$ cat src/design/tfc_pkg.sv
// Shared types, constants and the bytewise CRC-16/CCITT-FALSE update
// for the telemetry frame checker. No dependencies.
`timescale 1ns / 1ps

package tfc_pkg;

    localparam logic [5:0]  FRAME_BYTES   = 6'd43;
    localparam logic [5:0]  POS_SYNC      = 6'd0;
    localparam logic [5:0]  POS_VERSION   = 6'd1;
    localparam logic [5:0]  POS_PAYLOAD   = 6'd2;
    localparam logic [5:0]  POS_CRC_LAST  = FRAME_BYTES - 6'd3;
    localparam logic [5:0]  POS_CHECK_LO  = FRAME_BYTES - 6'd2;
    localparam logic [5:0]  POS_CHECK_HI  = FRAME_BYTES - 6'd1;

    localparam logic [15:0] CRC_INIT      = 16'hFFFF;
    localparam logic [15:0] CRC_POLY      = 16'h1021;

    localparam logic [7:0]  SYNC_RESET    = 8'hA5;
    localparam logic [7:0]  VERSION_RESET = 8'h01;

    // Configuration register indexes
    localparam logic        CFG_SYNC      = 1'b0;
    localparam logic        CFG_VERSION   = 1'b1;

    typedef enum logic [2:0] {
        ST_OK          = 3'd0,
        ST_SHORT       = 3'd1,
        ST_BAD_SYNC    = 3'd2,
        ST_BAD_VERSION = 3'd3,
        ST_BAD_CRC     = 3'd4
    } status_t;

    typedef struct packed {
        logic       payload_valid;
        logic [5:0] payload_offset;
        logic [7:0] payload_byte;
        logic       frame_done;
        status_t    frame_status;
    } result_t;

    // MSB-first CRC over one byte, eight shift steps on 16 bits
    function automatic logic [15:0] crc16_byte(input logic [15:0] crc, input logic [7:0] b);
        logic [15:0] c;
        c = crc ^ {b, 8'h00};
        for (int k = 0; k < 8; k++)
        begin
            c = c[15] ? ({c[14:0], 1'b0} ^ CRC_POLY) : {c[14:0], 1'b0};
        end
        return c;
    endfunction

endpackage

$ cat src/design/tfc_frame_track.sv
// Frame position tracking, sync/version checks, running CRC and status.
// Depends on tfc_pkg.
`timescale 1ns / 1ps

module tfc_frame_track
    import tfc_pkg::*;
(
    input  logic       clk,
    input  logic       rst_n,
    input  logic       accept,
    input  logic [7:0] rx_byte,
    input  logic       last_byte,
    input  logic [7:0] sync_value,
    input  logic [7:0] version_value,
    output result_t    result
);

    logic [5:0]  count_reg,   count_next;
    logic [15:0] crc_reg,     crc_next;
    logic        sync_ok_reg, sync_ok_next;
    logic        ver_ok_reg,  ver_ok_next;
    logic [15:0] check_reg,   check_next;
    logic        in_frame;

    assign in_frame = (count_reg < FRAME_BYTES);

    always_comb
    begin
        count_next   = count_reg;
        crc_next     = crc_reg;
        sync_ok_next = sync_ok_reg;
        ver_ok_next  = ver_ok_reg;
        check_next   = check_reg;
        result       = '0;

        if (accept)
        begin
            // bytes beyond the frame length change nothing unless they end the frame
            if (in_frame)
            begin
                if (count_reg == POS_SYNC)
                begin
                    sync_ok_next = (rx_byte == sync_value);
                end
                if (count_reg == POS_VERSION)
                begin
                    ver_ok_next = (rx_byte == version_value);
                end
                if (count_reg <= POS_CRC_LAST)
                begin
                    crc_next = crc16_byte(crc_reg, rx_byte);
                end
                if (count_reg >= POS_PAYLOAD && count_reg <= POS_CRC_LAST)
                begin
                    result.payload_valid  = 1'b1;
                    result.payload_offset = count_reg - POS_PAYLOAD;
                    result.payload_byte   = rx_byte;
                end
                if (count_reg == POS_CHECK_LO)
                begin
                    check_next = {check_reg[15:8], rx_byte};
                end
                if (count_reg == POS_CHECK_HI)
                begin
                    check_next = {rx_byte, check_reg[7:0]};
                end
                count_next = count_reg + 6'd1;
            end

            if (last_byte)
            begin
                result.frame_done = 1'b1;
                if (count_next < FRAME_BYTES)
                begin
                    result.frame_status = ST_SHORT;
                end
                else if (!sync_ok_next)
                begin
                    result.frame_status = ST_BAD_SYNC;
                end
                else if (!ver_ok_next)
                begin
                    result.frame_status = ST_BAD_VERSION;
                end
                else if (crc_next != check_next)
                begin
                    result.frame_status = ST_BAD_CRC;
                end
                else
                begin
                    result.frame_status = ST_OK;
                end
                // re-arm for the next frame
                count_next   = '0;
                crc_next     = CRC_INIT;
                sync_ok_next = 1'b0;
                ver_ok_next  = 1'b0;
                check_next   = '0;
            end
        end
    end

    always_ff @(posedge clk or negedge rst_n)
    begin
        if (!rst_n)
        begin
            count_reg   <= '0;
            crc_reg     <= CRC_INIT;
            sync_ok_reg <= 1'b0;
            ver_ok_reg  <= 1'b0;
            check_reg   <= '0;
        end
        else
        begin
            count_reg   <= count_next;
            crc_reg     <= crc_next;
            sync_ok_reg <= sync_ok_next;
            ver_ok_reg  <= ver_ok_next;
            check_reg   <= check_next;
        end
    end

`ifndef SYNTHESIS
    a_count_bounded: assert property (@(posedge clk) disable iff (!rst_n)
        count_reg <= FRAME_BYTES)
        else $error("frame byte count beyond frame length");

    a_rearm: assert property (@(posedge clk) disable iff (!rst_n)
        accept && last_byte |=> count_reg == '0 && crc_reg == CRC_INIT && !sync_ok_reg)
        else $error("state not re-armed after last byte");

    a_sat_holds: assert property (@(posedge clk) disable iff (!rst_n)
        accept && !last_byte && !in_frame |=> $stable(crc_reg) && $stable(check_reg))
        else $error("extra byte changed frame state");
`endif

endmodule

$ cat src/design/telemetry_frame_checker_crc16_unit.sv
// A result item appears on m_tvalid in the cycle after its input item is accepted.
// Throughput: one item per cycle while m_tready is high; the single result register refills in the cycle it drains.
// The CRC for each byte is an eight-step XOR network between input and CRC register.
// Reset (rst_n low, asynchronous): frame state re-armed, no result held,
// sync register 0xA5, version register 0x01.
// Top level of the telemetry frame checker; uses tfc_pkg and tfc_frame_track.
`timescale 1ns / 1ps

module telemetry_frame_checker_crc16_unit
    import tfc_pkg::*;
(
    input  logic        clk,
    input  logic        rst_n,
    input  logic        s_tvalid,
    output logic        s_tready,
    input  logic [7:0]  s_tdata,   // [7:0] rx_byte
    input  logic        s_tlast,   // last_byte
    output logic        m_tvalid,
    input  logic        m_tready,
    output logic [23:0] m_tdata,   // [5:0] payload_offset, [13:6] payload_byte,
                                   // [16:14] frame_status, [23:17] zero
    output logic        m_tuser,   // payload_valid
    output logic        m_tlast,   // frame_done
    input  logic        cfg_we,
    input  logic        cfg_addr,
    input  logic [7:0]  cfg_data
);

    logic [7:0] sync_reg,    sync_next;
    logic [7:0] version_reg, version_next;
    logic       out_valid_reg, out_valid_next;
    result_t    result_reg;
    result_t    result_next;
    logic       accept;

    // register writes
    always_comb
    begin
        sync_next    = sync_reg;
        version_next = version_reg;
        if (cfg_we)
        begin
            unique case (cfg_addr)
                CFG_SYNC:    sync_next    = cfg_data;
                CFG_VERSION: version_next = cfg_data;
                default:     ;
            endcase
        end
    end

    assign s_tready = !out_valid_reg || m_tready;
    assign accept   = s_tvalid && s_tready;

    tfc_frame_track u_track (
        .clk           (clk),
        .rst_n         (rst_n),
        .accept        (accept),
        .rx_byte       (s_tdata),
        .last_byte     (s_tlast),
        .sync_value    (sync_reg),
        .version_value (version_reg),
        .result        (result_next)
    );

    always_comb
    begin
        if (accept)
        begin
            out_valid_next = 1'b1;
        end
        else if (m_tready)
        begin
            out_valid_next = 1'b0;
        end
        else
        begin
            out_valid_next = out_valid_reg;
        end
    end

    always_ff @(posedge clk or negedge rst_n)
    begin
        if (!rst_n)
        begin
            sync_reg      <= SYNC_RESET;
            version_reg   <= VERSION_RESET;
            out_valid_reg <= 1'b0;
        end
        else
        begin
            sync_reg      <= sync_next;
            version_reg   <= version_next;
            out_valid_reg <= out_valid_next;
        end
    end

    // payload holds only when not loaded
    always_ff @(posedge clk)
    begin
        if (accept)
        begin
            result_reg <= result_next;
        end
    end

    assign m_tvalid = out_valid_reg;
    assign m_tuser  = result_reg.payload_valid;
    assign m_tlast  = result_reg.frame_done;
    assign m_tdata  = {7'd0, result_reg.frame_status, result_reg.payload_byte,
                       result_reg.payload_offset};

`ifndef SYNTHESIS
    a_status_only_on_last: assert property (@(posedge clk) disable iff (!rst_n)
        m_tvalid && !m_tlast |-> m_tdata[16:14] == ST_OK)
        else $error("status given on an item that does not end a frame");

    a_payload_end_is_short: assert property (@(posedge clk) disable iff (!rst_n)
        m_tvalid && m_tuser && m_tlast |-> m_tdata[16:14] == ST_SHORT)
        else $error("frame ending on a payload byte not reported short");

    a_offset_range: assert property (@(posedge clk) disable iff (!rst_n)
        m_tvalid && m_tuser |-> m_tdata[5:0] <= POS_CRC_LAST - POS_PAYLOAD)
        else $error("payload offset out of range");

    a_no_drop: assert property (@(posedge clk) disable iff (!rst_n)
        m_tvalid && !m_tready |-> !s_tready)
        else $error("input taken while result is stalled");
`endif

endmodule

$ cat config.mk
export PLATFORM = sky130hd
export DESIGN_NAME = telemetry_frame_checker_crc16_unit
export DESIGN_NICKNAME = d
export VERILOG_FILES = /design/src/design/tfc_pkg.sv /design/src/design/tfc_frame_track.sv /design/src/design/telemetry_frame_checker_crc16_unit.sv
export SDC_FILE = /design/constraint.sdc
export NUM_CORES = 1
export LEC_CHECK = 0
export BUFFER_PORTS_ARGS = -buffer_cell sky130_fd_sc_hd__buf_2
export CORE_MARGIN = 2
export CORE_UTILIZATION = 25
export CTS_CLUSTER_SIZE = 25
export DETAILED_ROUTE_END_ITERATION = 16
export SYNTH_ARGS = -nofsm -noshare
export SYNTH_HDL_FRONTEND = slang
export SYNTH_HIERARCHICAL = 1
export SYNTH_SLANG_ARGS = --single-unit
$ cat constraint.sdc
create_clock -name clk -period 2.7 [get_ports clk]
set_input_delay 0.27 -clock clk [delete_from_list [all_inputs] [get_ports clk]]
set_output_delay 0.27 -clock clk [all_outputs]
set_load 0.01 [all_outputs]
# --- Word level (Yosys, flattened, before mapping) ---
# Index checks and enable logic that the tools add are counted.
word_totals:
  elab_cells: 87
  register_bits: 76
  output_inout_bits: 28
classes:
  n_lt_le_gt_ge: 4
  addsub: 2
  mux: 36
  bitwise: 13
  n_reduce_logical: 11
  eq_ne: 6
ops:
  columns: ["cell", "count"]
  rows:
  - ["$mux W16", 8]
  - ["$mux W13", 8]
  - ["$not A3 Y3", 8]
  - ["$mux W6", 3]
  - ["$eq A8 B8 Y1", 2]
  - ["$ne A16 B16 Y1", 1]
  - ["$xor A16 B16 Y16", 1]
  - ["$mux W15", 1]
  - ["$eq A6 B6 Y1 const B", 2]
  - ["$lt A6 B6 Y1 const B", 2]
  - ["$mux W3", 4]
  - ["$mux W1", 10]
  - ["$mux W8", 1]
  - ["$add A6 B1 Y6 const B", 1]
  - ["$eq A6 B1 Y1 const B", 1]
  - ["$ge A6 B2 Y1 const B", 1]
  - ["$le A6 B6 Y1 const B", 1]
  - ["$logic_not A6 Y1", 1]
  - ["$reduce_and A2 Y1", 3]
  - ["$sub A6 B2 Y6 const B", 1]
  - ["$mux W4", 1]
  - ["$not A1 Y1", 4]
  - ["$reduce_or A4 Y1", 1]
  - ["$logic_and A1 B1 Y1", 2]
  - ["4 further kinds", 4]

# --- Logic depth before layout (Yosys ltp) ---
# Gate-level depths: netlist (run 1).
logic_depth:
  depth_word: 26
  depth_mapped: 11
  ltp_nobuf: 9

# --- By module ---
# The synthesis (run 1) kept the hierarchy.
modules_own_cells:
  columns: ["mod", "instances", "area_per_inst_um2", "cells_each"]
  rows:
  - ["tfc_frame_track", 1, 3283.1, 339]
  - ["telemetry_frame_checker_crc16_unit", 1, 1318.8, 66]

# --- Worst setup path before layout (run 1) ---
# No wires, ideal clock.
synth_path:
  path_type: "register to register"
  from: "register u_track.count_reg[1]"
  to: "register result_reg (netlist bit m_tdata[16]), data pin"
  arrival_time_ns: 2.191
  slack_ns: 0.235
  stages_incl_launch_ff: 10
  setup_ns: 0.273
  n_path_buf: 1
  path_cell_list: "dfrtp_1 -> ha_1 -> nor4b_2 -> or2_1 -> buf_6 -> mux2i_1 -> xnor2_1 -> nand4_1 -> nor4_1 -> a311oi_1"
synth_via:
  elab_chain_cells: 7
synth_lines:
  columns: ["element", "line", "rtl"]
  rows:
  - ["start, declared", "tfc_frame_track.sv:18", "logic [5:0] count_reg, count_next;"]
  - ["start signal, assigned", "tfc_frame_track.sv:115", "count_reg <= count_next;"]
  - ["branches (longest 7 deep; another with $add A6 B1 Y6)", null, null]
  - ["end signal, assigned", "telemetry_frame_checker_crc16_unit.sv:102", "result_reg <= result_next;"]
  - ["end, declared", "telemetry_frame_checker_crc16_unit.sv:32", "result_t result_reg;"]
# Several ways; the timed one is not identified. The select of a mux whose other input is x is not followed.
# A chain may end at the register's enable or synchronous reset.

# --- Worst setup path after layout (run 1) ---
layout_path:
  from: "register u_track.crc_reg[13]"
  to: "register result_reg (netlist bit m_tdata[16]), data pin"
layout_via:
  elab_chain_cells: 13
layout_lines:
  columns: ["element", "line", "rtl"]
  rows:
  - ["start, declared", "tfc_frame_track.sv:19", "logic [15:0] crc_reg, crc_next;"]
  - ["start signal, assigned", "tfc_frame_track.sv:116", "crc_reg <= crc_next;"]
  - ["$xor A16 B16 Y16", "tfc_pkg.sv:44", "c = crc ^ {b, 8'h00};"]
  - ["$mux W13 (5 in a row)", "tfc_pkg.sv:47", "c = c[15] ? ({c[14:0], 1'b0} ^ CRC_POLY) : {c[14:0], 1'b0};"]
  - ["$not A3 Y3 (no source line)", null, null]
  - ["$mux W13", "tfc_pkg.sv:47", null]
  - ["$mux W16", "tfc_frame_track.sv:49", "if (count_reg <= POS_CRC_LAST)"]
  - ["$mux W16 (*)", "tfc_frame_track.sv:39", "if (in_frame)"]
  - ["$mux W16 (*)", "tfc_frame_track.sv:36", "if (accept)"]
  - ["$ne A16 B16 Y1 (*)", "tfc_frame_track.sv:85", "else if (crc_next != check_next)"]
  - ["$mux W3 (*)", "tfc_frame_track.sv:85", null]
# Mark *: on every way between the ends. The rest lies on a longest branch, timed or not. The select of a mux whose other input is x is not followed.

==> results.yml, run 1 <==
detailed_routing:
  wire_per_inst_um: 16.3
  first_pass_iters: 6
  drt_iter0_markers: 232
  drc: 0
  routed_wl_mm: 11.3
  via_count: 3253
  via_per_inst: 4.67
  antenna_left: 0
floorplan:
  initial_core_util_pct: 25.5
  pin_count: 51
  core_area_um2: 18000
  die_w_um: 140
  die_h_um: 140
  dieArea_um2: 19500
  rows: 49
setup_path:
  required_ns: 2.77
  r2r_slack_ns: 0.18
  end_kind: "flop"
  worstPathArrival_ns: 2.59
  path_class: "flop to flop"
  reg2reg_depth: 7
  r2r_start: "u_track/crc_reg[13]"
  reg2reg_to: "m_tdata[16]"
  start_kind: "flop"
  crit_path_max_fanout: 4
synthesis:
  netlist_area_um2: 4600
  netlist-cell-type-count: 64
  synth_cells: 405
  synth-edff-count: 19
  async_flop_share_pct: 75.0
  avgSynthCellArea_um2: 11.4
  yosysMostFrequentCell: "xnor2_1"
  ys_ff_latch: 76
  ys_seq_area_share_pct: 44.0
  yosysWarnings: 6
  synth_top_area_share_pct: 19.6
  synth_common_cells: "48 x xnor2_1, 36 x dfrtp_1, 26 x mux2i_1, 22 x nor2_1, 21 x dfstp_2"
  synthTopCellsByArea: "dfrtp_1 20%, edfxtp_1 12%, dfstp_2 12%, xnor2_1 9.1%, mux2i_1 5.7%"
  yosysTopAreaCell: "dfrtp_1"
  ys.flop_type: "dfrtp_1"
clock_tree:
  postCtsSetupBuffers: 0
  clk_pin_slew_worst_paths_ns: 0.06
  ctsRootBufferMaster: "clkbuf_16"
  clk_latency_ns: 0.34
  cts_sinks: 76
  cts_max_level: 3
  cts_max_path_buffers: 2
  hold_buffers: 0
  cts_tree: "built"
  cts_made_buffers: 9
timing:
  maxSlewHeadroom_pct: 47.9
  finalMaxSlewViolations: 0
  hold_violations: 0
  setup_viol: 0
  period_share_pct: 93.3
  fin_crit_ns: 2.52
  setup_ws_ns: 0.180
  fmax_mhz: 397
  worst_slew_pin_slew_ns: 0.778
  rsz0062_at_grt: "no"
  fin_setup_tns_ns: 0
  finalClockSkew_ns: 0.00859
finish:
  largest_register_ffs: 17
  nets: 492
  fin_cells: 696
  antennaDiodeCount: 0
  areaGrowthSynthToFinish_pct: 19.1
  drive_above_1_share_pct: 30.6
  nFillCells: 1865
  final_area_um2: 5480
  finalCoreUtilization_pct: 30.4
placed_design:
  place_ws_ns: -0.0536
  dpl_cell_area_um2: 5190
  detailed_place_hpwl_mm: 8.41
  io_buffers: 43
  dp.cells: 680
  place_congestion: 0.899
power_and_ir_drop:
  p_leak_uw: 0.00236
  intPower_uw: 3230
  clock_power_share_pct: 22.2
  p_switching_uw: 1730
  powerDensity_nw_per_um2: 905
  peakVddDrop_mv: 0.380
  p_comb_share_pct: 42.2
  seq_power_share_pct: 35.6
  swShare_pct: 34.8
min_path:
  hp-class: "input port to asynchronous set/reset pin"
global_routing:
  grt_first_pass_wirelength_mm: 18.1
  grt_start_max_net_pins: 29
  antenna_found_initial: 0
  grt_overflow: 0
  grt.total_usage_pct: 11.8
  grt_pass1_vias: 3273
run_status:
  status: "complete, no violations"
job:
  maxCapViolCount: 0
==> layout by cell type, fill, tap and decap left out, types with 4 or more instances in the layout <==
cell / instances
xnor2_1: 48
buf_2: 43
dfrtp_1: 36
buf_4: 27
mux2i_1: 24
nor2_1: 22
dfstp_2: 21
edfxtp_1: 19
nand2_1: 18
o2bb2ai_1: 18
a22oi_1: 17
xor2_1: 13
a21oi_1: 12
and2_1: 10
clkbuf_16: 9
mux2_2: 8
mux2_4: 8
o22a_1: 8
nand2b_1: 7
conb_1: 7
ha_1: 7
o21ai_0: 5
nand4_1: 5
inv_1: 4
o21ai_1: 4
xnor2_2: 4
==> through the flow <==
step | total power (uW) | hold slack, ns
floorplan | 3290 | -0.0256
global placement | 3800 | 0.472
detailed placement | 3830 | 0.479
CTS | 4950 | 0.123
global route | 5260 | 0.138
finish | 4960 | 0.109
==> routing by layer <==
layer | vias up | share of wire, % | GRT usage, %
met4 | 0 | 2.2 | 4.68
met5 | - | 0 | 0
met2 | 65 | 49 | 19.3
met3 | 20 | 4.0 | 2.99
li1 | 1541 | - | -
met1 | 1627 | 45 | 15.0
==> worst max path at each step <==
| stage | start | end | slack, ns | cells after the start |
|---|---|---|---|---|
| 2_1_floorplan | u_track/count_reg[1] | m_tdata[16] | 0.24 | 9 |
| 3_3_place_gp | u_track/count_reg[0] | m_tdata[16] | 0.06 | 8 |
| 3_5_place_dp | u_track/count_reg[1] | m_tdata[16] | -0.05 | 8 |
| 4_1_cts | u_track/count_reg[1] | m_tdata[16] | 0.01 | 9 |
| 5_1_grt | u_track/count_reg[0] | m_tdata[16] | 0.009 | 10 |
| 6_report | u_track/crc_reg[13] | m_tdata[16] | 0.18 | 7 |
==> kinds of logic after synthesis <==
logic type,share of synthesized area (%)
other,0.0815
AOI/OAI and AO/OA,12.9
xor gates and xnor gates,15.7
buffers and inverters,4.38
and+or+nand+nor,10.8
adders and majority gates,1.90
muxes,10.2
DFF,44.0
==> worst max-delay path, cell delays in order, from the launching register on <==
cell and delay, ns:
dfstp_2 0.60, xor2_2 0.33, xnor3_1 0.47, mux2i_1 0.23
xnor2_1 0.15, nand2_1 0.08, nor4_2 0.26, a311oi_1 0.12
==> power by group through the flow <==
| stage | Sequential, uW | Combinational [uW] | Clock (uW) |
|---|---|---|---|
| floorplan | 1710 | 1570 | 0 |
| global placement | 1770 | 2030 | 0 |
| detailed placement | 1770 | 2050 | 0 |
| CTS | 1760 | 2070 | 1120 |
| global route | 1790 | 2290 | 1190 |
| finish | 1760 | 2090 | 1100 |
==> timing repair <==
action,CTS,global route
gates resized for setup,1,5
endpoints found under the hold margin,0,0
setup endpoints to repair,1,1
pin swaps,0,2
==> layout make-up <==
cell class	count	area, um^2	share of cell area [%]
Clock buffer	10	229	4.18
Clock inverter	6	40.0	0.731
Timing Repair Buffer	72	458	8.36
Tap cell	229	287	5.23
Sequential cell	76	2020	36.9
Multi-Input combinational cell	298	2420	44.2
Inverter	5	18.8	0.342
(Power assumes the default switching activity.)
==> inputs of run 2 (changes only) <==
--- a/config.mk
+++ b/config.mk
@@ -5,12 +5,11 @@
 export SDC_FILE = /design/constraint.sdc
 export NUM_CORES = 1
 export LEC_CHECK = 0
-export BUFFER_PORTS_ARGS = -buffer_cell sky130_fd_sc_hd__buf_2
 export CORE_MARGIN = 2
 export CORE_UTILIZATION = 25
 export CTS_CLUSTER_SIZE = 25
 export DETAILED_ROUTE_END_ITERATION = 16
+export DONT_BUFFER_PORTS = 1
 export SYNTH_ARGS = -nofsm -noshare
 export SYNTH_HDL_FRONTEND = slang
-export SYNTH_HIERARCHICAL = 1
 export SYNTH_SLANG_ARGS = --single-unit
==> run 2 against run 1 <==
Against the previous run: combinational power down 19%; via count down 2.9%; clock power grew 17%; area after synthesis fell by 1.4%; wire length fell by 0.63%; largest cell class unchanged.
==> results.yml, run 2 <==
run_status:
  status: "complete, no violations"
timing:
  rsz0062_at_grt: "no"
  timing.hold.ws_ns: 0.0198
  fin_setup_tns_ns: 0
  finalMaxSlewViolations: 0
  setup_viol: 0
  fmax_mhz: 382
  hold_violations: 0
  fin_crit_ns: 2.62
  finalClockSkew_ns: 0.00654
  maxSlewHeadroom_pct: 47.5
  period_share_pct: 96.9
  worst_slew_pin_slew_ns: 0.786
min_path:
  hp-class: "input port to flop"
synthesis:
  ys_ff_latch: 76
  async_flop_share_pct: 75.0
  synth_cells: 414
  yosysMostFrequentCell: "xnor2_1"
  netlist-cell-type-count: 59
  synth_common_cells: "46 x xnor2_1, 36 x dfrtp_1, 30 x nor2_1, 21 x dfstp_2"
  netlist_area_um2: 4540
  synth_top_area_share_pct: 19.9
  synth-edff-count: 19
  avgSynthCellArea_um2: 11.0
  ys_seq_area_share_pct: 44.6
  yosysWarnings: 0
  synthTopCellsByArea: "dfrtp_1 20%, edfxtp_1 13%, dfstp_2 12%, xnor2_1 8.9%, mux2_2 4.0%"
  ys.flop_type: "dfrtp_1"
  yosysTopAreaCell: "dfrtp_1"
placed_design:
  place_congestion: 0.874
  dpl_cell_area_um2: 4740
  dp.cells: 632
  io_buffers: 0
  detailed_place_hpwl_mm: 8.17
finish:
  final_common_cell: "xnor2_1"
  finalCoreUtilization_pct: 28.5
  fin_cells: 650
  final_area_um2: 5110
  layout_common_cells: "46 x xnor2_1, 36 x dfrtp_1, 30 x nor2_1, 21 x dfstp_2"
  largest_register_ffs: 17
  nets: 446
  drive_above_1_share_pct: 20.0
  areaGrowthSynthToFinish_pct: 12.6
  antennaDiodeCount: 0
power_and_ir_drop:
  p_leak_uw: 0.00200
  p_comb_share_pct: 36.2
  seq_power_share_pct: 36.4
  swShare_pct: 34.1
  intPower_uw: 3100
  clock_power_share_pct: 27.4
  peakVddDrop_mv: 0.343
  p_switching_uw: 1600
  powerDensity_nw_per_um2: 920
detailed_routing:
  wl_met1_mm: 4.94
  drc: 0
  via_per_inst: 4.86
  wire_per_inst_um: 17.3
  via_count: 3160
  route.met3.wl_um: 609
  antenna_left: 0
  drt_iter0_markers: 202
  wl_met2_mm: 5.42
  routed_wl_mm: 11.3
  maxUsedRoutingLayer: "met4"
  first_pass_iters: 4
clock_tree:
  clk_latency_ns: 0.34
  postCtsSetupBuffers: 0
  cts_tree: "built"
  cts_max_path_buffers: 2
  clk_pin_slew_worst_paths_ns: 0.06
  cts_made_buffers: 9
  cts_max_level: 3
  ctsRootBufferMaster: "clkbuf_16"
  cts_sinks: 76
global_routing:
  grt_pass1_vias: 3388
  grt.total_usage_pct: 12.2
  grt_first_pass_wirelength_mm: 18.5
  grt_overflow: 0
  antenna_found_initial: 0
  grt_start_max_net_pins: 58
floorplan:
  rows: 49
  die_w_um: 139
  initial_core_util_pct: 25.3
  dieArea_um2: 19200
  pin_count: 51
  core_area_um2: 17900
  die_h_um: 139
setup_path:
  start_kind: "flop"
  end_kind: "flop"
  worstPathArrival_ns: 2.70
  r2r_slack_ns: 0.08
  crit_path_max_fanout: 9
  required_ns: 2.78
  path_class: "flop to flop"
job:
  maxCapViolCount: 0
run 2: cell types whose count changed after synthesis, moves of 9 or more:
cell | before | now
o2bb2ai_1 | 18 | 0
a22oi_1 | 17 | 0
a22o_1 | 1 | 17
mux2i_1 | 26 | 17
run 2: worst max-delay path: stages, from the launching register on:
cell and delay [ns]:
dfrtp_1 0.47, inv_1 0.14, ha_1 0.19, nor2b_1 0.17, a21oi_4 0.29, buf_4 0.24
nor2_1 0.07, xnor2_1 0.20, nand4_1 0.12, nor4_1 0.35, a31oi_1 0.13
run 2: cell families after synthesis:
kind of cell / after synthesis / synth area share [%]
fa+ha+maj: 7 / 1.93
other cells: 1 / 0.0826
mux: 33 / 7.72
simple gates: 108 / 13.6
buf+inv: 38 / 4.91
flops: 76 / 44.6
xor+xnor: 69 / 14.8
compound gates: 82 / 12.4
run 2: worst paths after layout:
path,cells past startpoint,to,startpoint
worst min-delay path,1,u_track.count_reg[5],s_tlast
worst max-delay path,10,m_tdata[16],u_track.count_reg[1]
min in group asynchronous,2,version_reg[5],rst_n
max in group asynchronous,2,sync_reg[7],rst_n
worst max register to register,10,m_tdata[16],u_track.count_reg[1]
worst min register to register,1,u_track.check_reg[11],u_track.check_reg[11]
run 2: routing by layer:
layer	vias to the layer above	global-route usage, %
met5	-	0
met4	0	4.25
met3	20	4.32
met2	85	19.6
met1	1606	15.2
li1	1449	-
run 2: per-stage QoR:
stage / total power [uW] / worst slack [ns]
floorplan: 3040 / 0.374
global placement: 3360 / 0.186
detailed placement: 3400 / 0.146
CTS: 4730 / 0.156
global route: 4990 / 0.00779
finish: 4700 / 0.0834
run 2: final cells by class:
class / instances / area (um^2)
Clock buffer: 11 / 264
Sequential cell: 76 / 2020
Inverter: 10 / 37.5
Fill cell: 1869 / 12800
Multi-Input combinational cell: 306 / 2320
Timing Repair Buffer: 13 / 120
Tap cell: 229 / 287
Clock inverter: 5 / 56.3
run 2: power by group through the flow:
stage | combinational, uW | clock (uW) | sequential, uW
detailed placement | 1670 | 0 | 1730
CTS | 1710 | 1310 | 1710
global route | 1880 | 1370 | 1740
floorplan | 1380 | 0 | 1670
finish | 1700 | 1290 | 1710
global placement | 1640 | 0 | 1720
run 2: what timing repair did:
item | CTS | global route
setup endpoints to repair | 0 | 1
gates resized for setup | 0 | 2
hold buffers | 2 | 0
hold endpoints to repair | 57 | 0
==> inputs of run 3 (changes only) <==
--- a/config.mk
+++ b/config.mk
@@ -6,7 +6,7 @@
 export NUM_CORES = 1
 export LEC_CHECK = 0
 export CORE_MARGIN = 2
-export CORE_UTILIZATION = 25
+export CORE_UTILIZATION = 45
 export CTS_CLUSTER_SIZE = 25
 export DETAILED_ROUTE_END_ITERATION = 16
 export DONT_BUFFER_PORTS = 1
==> run 3 against run 2 <==
Against the previous run: critical path depth down 1; count of clock-buffer cells in the layout decreased by 1; sequential power about the same; core utilization grew 22 points; power is 11% lower; design area fell by 4.2%; wire length decreased by 6.2%; cell count is 14% lower; clock skew grew 0.0036 ns; maximum frequency grew 2.7%; worst setup slack better by 0.070 ns.
==> results.yml, run 3 (synthesis gave the netlist of run 2 again) <==
setup_path:
  slowest_delay_ns: 0.45
  slowest_stage: "dfrtp_1"
  cp_top_family: "simple AND/OR/NAND/NOR gates"
  path_cells: "inv_1 > ha_1 > nor2b_2 > a21oi_4 > buf_4 > mux2i_1 > xor2_1 > nor4_1 > a31oi_1"
  required_ns: 2.81
  start_kind: "flop"
  crit_path_max_fanout: 6
  path_class: "flop to flop"
  end_kind: "flop"
  cp_num_buf_inv: 2
  worstPathArrival_ns: 2.65
power_and_ir_drop:
  clock_power_share_pct: 18.1
  p_comb_share_pct: 40.9
  intPower_uw: 2630
  peakVddDrop_mv: 0.700
  p_switching_uw: 1550
  powerDensity_nw_per_um2: 853
  swShare_pct: 37.0
  seq_power_share_pct: 41.0
  p_leak_uw: 0.00195
  total_power_uw: 4180
finish:
  final_common_cell: "xnor2_1"
  largest_register_ffs: 17
  nFillCells: 888
  final_area_um2: 4900
  areaGrowthSynthToFinish_pct: 7.89
  nets: 452
  antennaDiodeCount: 0
  layout_common_cells: "46 x xnor2_1, 36 x dfrtp_1, 29 x nor2_1, 21 x dfstp_2"
  finalCoreUtilization_pct: 50.1
  drive_above_1_share_pct: 20.8
detailed_routing:
  routed_wl_mm: 10.6
  antenna_left: 0
  via_count: 3139
  via_per_inst: 5.61
  drt_iter0_markers: 164
  first_pass_iters: 5
  wire_per_inst_um: 18.9
  drc: 0
run_status:
  status: "complete, no violations"
timing:
  timing.hold.ws_ns: 0.0205
  fin_crit_ns: 2.55
  setup_viol: 0
  fin_setup_tns_ns: 0
  finalClockSkew_ns: 0.0101
  worst_slew_pin_slew_ns: 0.796
  hold_violations: 0
  finalMaxSlewViolations: 0
  period_share_pct: 94.3
  fmax_mhz: 393
  maxSlewHeadroom_pct: 46.9
global_routing:
  grt_pass1_vias: 3172
  grt_start_max_net_pins: 58
  grt.total_usage_pct: 20.4
  grt_first_pass_wirelength_mm: 17.3
  antenna_found_initial: 0
  grt_overflow: 0
clock_tree:
  cts_max_path_buffers: 2
  cts_made_buffers: 9
  cts_sinks: 76
  ctsRootBufferMaster: "clkbuf_8"
  cts_tree: "built"
  clk_latency_ns: 0.36
  cts_max_level: 3
  clk_pin_slew_worst_paths_ns: 0.08
placed_design:
  place_congestion: 0.887
  dpl_cell_area_um2: 4650
  io_buffers: 0
  detailed_place_hpwl_mm: 7.41
floorplan:
  initial_core_util_pct: 46.4
  rows: 36
  die_w_um: 104
  dieArea_um2: 10900
  core_area_um2: 9770
  pin_count: 51
  die_h_um: 104
job:
  maxCapViolCount: 0
min_path:
  hp-class: "input port to flop"
run 3: layer usage:
metal | vias to the layer above | track usage (%) | wire, um
met5 | - | 0 | 0
met4 | 0 | 6.08 | 204
met3 | 17 | 4.64 | 496
met2 | 89 | 31.7 | 4870
met1 | 1567 | 28.3 | 5000
li1 | 1466 | - | -
run 3: through the flow:
step	instances	setup WS (ns)
6_report	560	0.153
3_5_place_dp	539	0.116
4_1_cts	558	0.108
3_3_place_gp	539	0.173
5_1_grt	560	-0.0188
2_1_floorplan	420	0.374
run 3: cell type report:
class | count | area [um^2] | share of cell area [%]
Multi-Input combinational cell | 307 | 2350 | 48.0
Sequential cell | 76 | 2020 | 41.3
Tap cell | 133 | 166 | 3.40
Timing Repair Buffer | 18 | 160 | 3.27
Clock buffer | 10 | 128 | 2.61
Inverter | 10 | 37.5 | 0.767
Clock inverter | 6 | 32.5 | 0.664
run 3: timing repair:
item	in CTS	in global routing
hold buffers	3	0
endpoints found under the hold margin	59	0
endpoints found under the setup margin	0	1
setup buffers	0	1
gates resized for setup	0	5
run 3: path summary, 6_finish.rpt:
kind / start / end / slack, ns / cells past startpoint
max in group asynchronous: rst_n / u_track.crc_reg[12] / 1.96 / 2
min in group asynchronous: rst_n / u_track.check_reg[7] / 0.45 / 2
worst max-delay path: u_track.count_reg[1] / m_tdata[16] / 0.15 / 9
worst max register to register: u_track.count_reg[1] / m_tdata[16] / 0.15 / 9
worst min-delay path: s_tvalid / m_tvalid / 0.02 / 1
worst min register to register: u_track.check_reg[9] / u_track.check_reg[9] / 0.51 / 1
run 3: power groups by stage:
stage | Clock (uW) | Sequential, uW | Combinational, uW
2_1_floorplan | 0 | 1670 | 1380
5_1_grt | 834 | 1740 | 1900
6_report | 758 | 1710 | 1710
3_5_place_dp | 0 | 1730 | 1650
4_1_cts | 777 | 1710 | 1680
3_3_place_gp | 0 | 1720 | 1640
